==> src/pese_pkg.sv <==
// Package: shared constants, types and codes of the prefix expression evaluator.
`timescale 1ns / 1ps
package pese_pkg;

  localparam int STACK_DEPTH   = 64;
  localparam int FRACTION_BITS = 16;
  localparam int VALUE_W       = 32;
  localparam int STACK_AW      = $clog2(STACK_DEPTH);
  localparam int SP_W          = $clog2(STACK_DEPTH + 1);
  // divider numerator width: magnitude of A scaled by 2^FRACTION_BITS
  localparam int NUM_W         = VALUE_W + FRACTION_BITS;
  localparam int CNT_W         = $clog2(NUM_W + 1);

  typedef logic signed [VALUE_W-1:0] value_t;

  typedef enum logic [2:0] {
    ERR_NONE      = 3'd0,
    ERR_UNDERFLOW = 3'd1,
    ERR_OVERFLOW  = 3'd2,
    ERR_DIVZERO   = 3'd3,
    ERR_UNKNOWN   = 3'd4
  } err_t;

  localparam logic [7:0] SYM_ZERO = 8'd48;
  localparam logic [7:0] SYM_NINE = 8'd57;
  localparam logic [7:0] SYM_ADD  = 8'h2B;
  localparam logic [7:0] SYM_SUB  = 8'h2D;
  localparam logic [7:0] SYM_MUL  = 8'h2A;
  localparam logic [7:0] SYM_DIV  = 8'h2F;
  localparam logic [7:0] SYM_MOD  = 8'h25;

  // operator class the controller branches on
  typedef enum logic [1:0] {
    CLS_SIMPLE,
    CLS_MUL,
    CLS_DIVMOD
  } sym_class_t;

  // datapath commands, one per cycle
  typedef enum logic [3:0] {
    CMD_NONE,
    CMD_LOAD,
    CMD_POPA,
    CMD_POPB,
    CMD_EXEC,
    CMD_MULFIX,
    CMD_DIVSTEP,
    CMD_DIVFIX,
    CMD_PUSH,
    CMD_TOP,
    CMD_EMIT
  } cmd_t;

  typedef struct packed {
    logic       in_digit;
    sym_class_t sym_class;
    logic       den_zero;
    logic       div_last;
    logic       out_busy;
    logic       final_sym;
  } status_t;

  typedef enum logic [3:0] {
    S_IDLE,
    S_POPA,
    S_POPB,
    S_EXEC,
    S_MUL,
    S_DIV,
    S_DIVFIX,
    S_PUSH,
    S_TOP,
    S_OUT
  } state_t;

endpackage

==> src/pese_controller.sv <==
// Controller: state machine that sequences the datapath for each symbol word.
`timescale 1ns / 1ps
module pese_controller (
  input  logic              clk,
  input  logic              rst_n,
  input  logic              in_valid,
  output logic              in_ready,
  input  pese_pkg::status_t status,
  output pese_pkg::cmd_t    cmd
);

  pese_pkg::state_t state_r, state_nxt;

  // state register
  always_ff @(posedge clk) begin
    if (!rst_n) begin
      state_r <= pese_pkg::S_IDLE;
    end else begin
      state_r <= state_nxt;
    end
  end

  // next state
  always_comb begin
    state_nxt = state_r;
    unique case (state_r)
      pese_pkg::S_IDLE:
        if (in_valid) begin
          state_nxt = status.in_digit ? pese_pkg::S_PUSH : pese_pkg::S_POPA;
        end
      pese_pkg::S_POPA: state_nxt = pese_pkg::S_POPB;
      pese_pkg::S_POPB: state_nxt = pese_pkg::S_EXEC;
      pese_pkg::S_EXEC: begin
        if (status.sym_class == pese_pkg::CLS_MUL) begin
          state_nxt = pese_pkg::S_MUL;
        end else if (status.sym_class == pese_pkg::CLS_DIVMOD && !status.den_zero) begin
          state_nxt = pese_pkg::S_DIV;
        end else begin
          state_nxt = pese_pkg::S_PUSH;
        end
      end
      pese_pkg::S_MUL:    state_nxt = pese_pkg::S_PUSH;
      pese_pkg::S_DIV:    if (status.div_last) state_nxt = pese_pkg::S_DIVFIX;
      pese_pkg::S_DIVFIX: state_nxt = pese_pkg::S_PUSH;
      pese_pkg::S_PUSH:   state_nxt = status.final_sym ? pese_pkg::S_TOP : pese_pkg::S_IDLE;
      pese_pkg::S_TOP:    state_nxt = pese_pkg::S_OUT;
      pese_pkg::S_OUT:    if (!status.out_busy) state_nxt = pese_pkg::S_IDLE;
      default:            state_nxt = pese_pkg::S_IDLE;
    endcase
  end

  // outputs
  always_comb begin
    in_ready = 1'b0;
    cmd      = pese_pkg::CMD_NONE;
    unique case (state_r)
      pese_pkg::S_IDLE: begin
        in_ready = 1'b1;
        if (in_valid) cmd = pese_pkg::CMD_LOAD;
      end
      pese_pkg::S_POPA:   cmd = pese_pkg::CMD_POPA;
      pese_pkg::S_POPB:   cmd = pese_pkg::CMD_POPB;
      pese_pkg::S_EXEC:   cmd = pese_pkg::CMD_EXEC;
      pese_pkg::S_MUL:    cmd = pese_pkg::CMD_MULFIX;
      pese_pkg::S_DIV:    cmd = pese_pkg::CMD_DIVSTEP;
      pese_pkg::S_DIVFIX: cmd = pese_pkg::CMD_DIVFIX;
      pese_pkg::S_PUSH:   cmd = pese_pkg::CMD_PUSH;
      pese_pkg::S_TOP:    cmd = pese_pkg::CMD_TOP;
      pese_pkg::S_OUT:    if (!status.out_busy) cmd = pese_pkg::CMD_EMIT;
      default: ;
    endcase
  end

endmodule

==> config.mk <==
export PLATFORM = sky130hd
export DESIGN_NAME = pese_controller
export DESIGN_NICKNAME = d
export VERILOG_FILES = /design/src/pese_pkg.sv /design/src/pese_controller.sv
export SDC_FILE = /design/constraint.sdc
export NUM_CORES = 1
export LEC_CHECK = 0
export BUFFER_PORTS_ARGS = -buffer_cell sky130_fd_sc_hd__buf_2
export CELL_PAD_IN_SITES_DETAIL_PLACEMENT = 1
export CELL_PAD_IN_SITES_GLOBAL_PLACEMENT = 2
export CORE_MARGIN = 5
export CORE_UTILIZATION = 27
export DETAILED_ROUTE_END_ITERATION = 10
export PLACE_DENSITY = 0.8
export SLEW_MARGIN = 40
export SYNTH_ARGS = -nofsm -noshare
export SYNTH_HDL_FRONTEND = slang
export SYNTH_SLANG_ARGS = --single-unit
==> constraint.sdc <==
create_clock -name clk -period 2.6 [get_ports clk]
set_clock_uncertainty 0.05 [all_clocks]
set_input_delay 0.26 -clock clk [delete_from_list [all_inputs] [get_ports clk]]
set_output_delay 0.26 -clock clk [all_outputs]
set_load 0.01 [all_outputs]
# Word-level counts from Yosys, hierarchy flattened
# Index checks and enable logic that the tools add are counted.
totals:
  in_bits: 10
  ram_bits: 0
  output_inout_bits: 5
  rom_bits: 0
  wordCells: 32
  ff_bits: 4
  memories: 0
  latchBits: 0
classes:
  n_mul: 0
  bitwise: 0
  muxes: 12
  n_reduce_logical: 5
  n_shift: 0
  order_cmp: 0
  n_div: 0
  add_sub_neg: 0
  n_eq_ne: 14
ops:
  columns: ["cell", "n"]
  rows:
  - ["4-bit case mux with 10 select lines", 1]
  - ["4-bit case mux with 9 select lines", 1]
  - ["4-bit 2-to-1 mux", 5]
  - ["4-bit by 3-bit == test with 1-bit output (second input constant)", 4]
  - ["4-bit by 2-bit == test with 1-bit output (second input constant)", 2]
  - ["4-bit == test (second input constant)", 2]
  - ["2-bit != test (second input constant)", 3]
  - ["4-bit by 1-bit == test with 1-bit output (second input constant)", 1]
  - ["4-bit logical NOT", 1]
  - ["2-bit 2-to-1 mux", 2]
  - ["3-bit 2-to-1 mux", 1]
  - ["3-bit AND reduction", 1]
  - ["2-bit by 1-bit == test with 1-bit output (second input constant)", 1]
  - ["2-bit == test (second input constant)", 1]
  - ["1-bit 2-to-1 mux", 2]
  - ["2-bit OR reduction", 1]
  - ["1-bit logical AND", 1]
  - ["1-bit logical NOT", 1]

# Longest topological paths before layout
depth:
  word_depth: 5
  depth_mapped: 5
  depth_no_buf: 4

# Worst setup path after synthesis
# No wires, ideal clock.
synth_timing:
  path_type: "register to output"
  start: "reg state_r[1]"
  end: "out cmd[0]"
  path_buffers: 1
  stages_incl_launch_ff: 4
  arrival_time_ns: 0.967
  required_time_ns: 2.290
  slack_ns: 1.323
  cell_sequence: "dfxtp_1 -> buf_4 -> o21a_1 -> a211oi_1"
synth_via:
  elab_chain_len: 2
synth_lines:
  columns: ["item", "line", "rtl"]
  rows:
  - ["start, declared", "pese_controller.sv:12", "pese_pkg::state_t state_r, state_nxt;"]
  - ["start signal, assigned", "pese_controller.sv:17", "state_r <= pese_pkg::S_IDLE;"]
  - ["start signal, assigned", "pese_controller.sv:19", "state_r <= state_nxt;"]
  - ["4-bit == test, or another cell as far along", "pese_controller.sv:56", "unique case (state_r)"]
  - ["4-bit case mux with 10 select lines *", "pese_controller.sv:56", null]
  - ["end, declared", "pese_controller.sv:9", "output pese_pkg::cmd_t cmd"]
# Every way passes the cells marked *; elsewhere a longest branch is shown, timed or not.

# Worst setup path after layout
layout_timing:
  start: "reg state_r[2]"
  end: "out cmd[0]"
# The elaborated chain is that of the path after synthesis.

==> flow_summary.toml <==
[floorplan]
ios = 15
dieWidth_um = 48.63
die_area_um2 = 2365
row_count = 14
initial_core_util_pct = 27.71
core_area_um2 = 1454
die_y_um = 48.63

[pwr]
switching_share_pct = 38.94
leakagePower_nw = 0.2060
p_total_mw = 0.3096
p_sw_mw = 0.1206
seqPwrFrac_pct = 33.8
clockPowerShare_pct = 24.7
pwr-share-comb_pct = 41.5
peakVddDrop_v = 0.0002283
p_int_mw = 0.1891
powerDensity_nw_per_um2 = 653.0

[placed_design]
dp.cells = 75
port_buffers = 14
gp_congestion = 0.6706
dp_hpwl_um = 830.8

[yosys]
yosys_warnings = 0
synthArstFlopShare_pct = 0
syn_area_per_cell_um2 = 8.222
synth_cells = 49
synth.top_cell.area_share_pct = 19.88
synth_ff_type = "dfxtp_1"
synth_commonest_cells = "nor2_1 (5), dfxtp_1 (4)"
synth-edff-count = 0
yosys-top-cells-area = "dfxtp_1 (20%), buf_6 (8.4%), nor3b_2 (6.2%)"
synthesis.area_um2 = 402.9
yosysMostFrequentCell = "nor2_1"
synth_cell_types = 30
ys_seq_area_share_pct = 19.88
synth-seq-cells = 4
yosysTopAreaCell = "dfxtp_1"
synth_nets = 59

[cells_and_area]
antenna_cells = 0
area_growth_pct = 17.70
nets = 74
largest_register_ffs = 4
fin_cells = 78
n_fill_cell = 190
largest_register = "state_r"
reg_top3 = "state_r x4"
drive_gt1_share_pct = 40.32

[setup_path]
critPathLaunch = "state_r[2]"
reg2reg_setup_slack_ps = 1320
max_stage_delay_ps = 630
start_kind = "flop"
cp_data_arrival_time_ps = 1430
path_buf_inv = 1
r2r-start = "state_r[2]"
worstPathCellList = "nor2_1 -> a211oi_1 -> buf_2"
rr_worst_depth = 3
cp.depth = 3
cp_top_family = "flip-flops"
crit_type = "flop to output pin"
cp.required_ps = 2290
timing.rr.end = "state_r[3]"
path_max_fanout = 14
cp_slowest_cell = "dfxtp_1"
cp-end-kind = "output pin"

[cts]
root_buffer = "clkbuf_4"
clk_pin_slew_ps = 40
cts_max_path_buffers = 2
cts_buffers = 3
clock_sinks = 4
cts_tree = "yes"
clock_latency_ps = 240
htreeDepth = 1
ctsResizeCount = 0
cts_setup_buffers = 0
ctsHoldBuffers = 0

[global_route]
gr-total-overflow = 0
grt_pass1_wl_um = 1669
grt_pass1_vias = 383
antenna_found_initial = 0
grt_use_total_pct = 9.102
grt_max_degree = 15

[routing]
drc_errors = 0
routedWlPerCell_um = 13.29
vias_per_cell = 5.141
num_vias = 401
routed_wl_um = 1037
drtPass1Iterations = 4
drtAntennaViolNets = 0
drtIter0Drc = 5

[timing]
worst_pin_slew_ps = 510.4
fin_tns_setup_ps = 0
post-route-min-period_ps = 1741
slew_viol_final = 0
setup_viol = 0
final.period_utilization_pct = 66.96
rsz0062_at_grt = "false"
hold_viol = 0
max_freq_ghz = 0.5744
slew_headroom_pct = 65.93

[worst_hold_path]
min_path_type = "input pin to flop"
min_to = "state_r[3]"
min_path_cells = 2
min-delay-start = "rst_n"

[flow_run]
drv_cap = 0

[status]
status = "finished, final reports clean"
[metrics by stage]
step	utilization [%]	instance area, um2	hold WS, ps	setup WS [ps]
4_1_cts	32.62	474.2	233.2	850.9
3_5_place_dp	31.07	451.7	475.7	1099
3_3_place_gp	31.07	451.7	469.5	1096
5_1_grt	32.62	474.2	233.4	773.1
2_1_floorplan	-	402.9	338.2	1323
6_report	32.62	474.2	237.5	859.1
[power by group through the flow]
stage | Combinational, mW | Sequential [mW] | Clock [mW]
2_1_floorplan | 0.126 | 0.0791 | 0
3_3_place_gp | 0.130 | 0.104 | 0
3_5_place_dp | 0.130 | 0.105 | 0
4_1_cts | 0.131 | 0.104 | 0.0800
5_1_grt | 0.144 | 0.107 | 0.0854
6_report | 0.129 | 0.105 | 0.0764
[metal layers]
layer  vias to the layer above  global-route usage [%]  share of wire [%]
met1                       187                   11.25                 46
met5                         -                       0                  0
met4                         0                   4.036                1.3
met3                         2                   4.908                4.4
li1                        203                       -                  -
met2                         9                   12.83                 48
[final cells by class]
cell class	instances	area (um2)	share of cell area (%)
clock buffers	3	22.52	4.749
multi-input cells	40	277.8	58.58
well taps	16	20.02	4.222
repair buffers	14	70.07	14.78
inverters	1	3.754	0.7916
flip-flops and latches	4	80.08	16.89
[logic make-up after synthesis]
| group | synth area share, % |
|---|---|
| AOI/OAI and AO/OA | 25.16 |
| xor gates and xnor gates | 2.174 |
| buffers and inverters | 11.18 |
| DFF | 19.88 |
| muxes | 6.210 |
| and+or+nand+nor | 35.41 |
[cells in the final DEF (no fill, tap or decap), types with 2 or more instances in the layout]
cell type   n
clkbuf_4    3
nor2_1      5
o21ai_0     2
o21ai_1     3
nor2b_1     2
nor3b_2     2
dfxtp_1     4
nor3_1      2
nand2_1     3
nand2b_1    3
buf_2      14
[worst max path at each step]
stage                     slack (ps)      to
after detailed placement        1100  cmd[0]
after global placement          1100  cmd[0]
after floorplan                 1320  cmd[0]
after global routing             770  cmd[0]
after CTS                        850  cmd[0]
final                            860  cmd[0]
No activity file was read; power rests on OpenSTA's default activity.
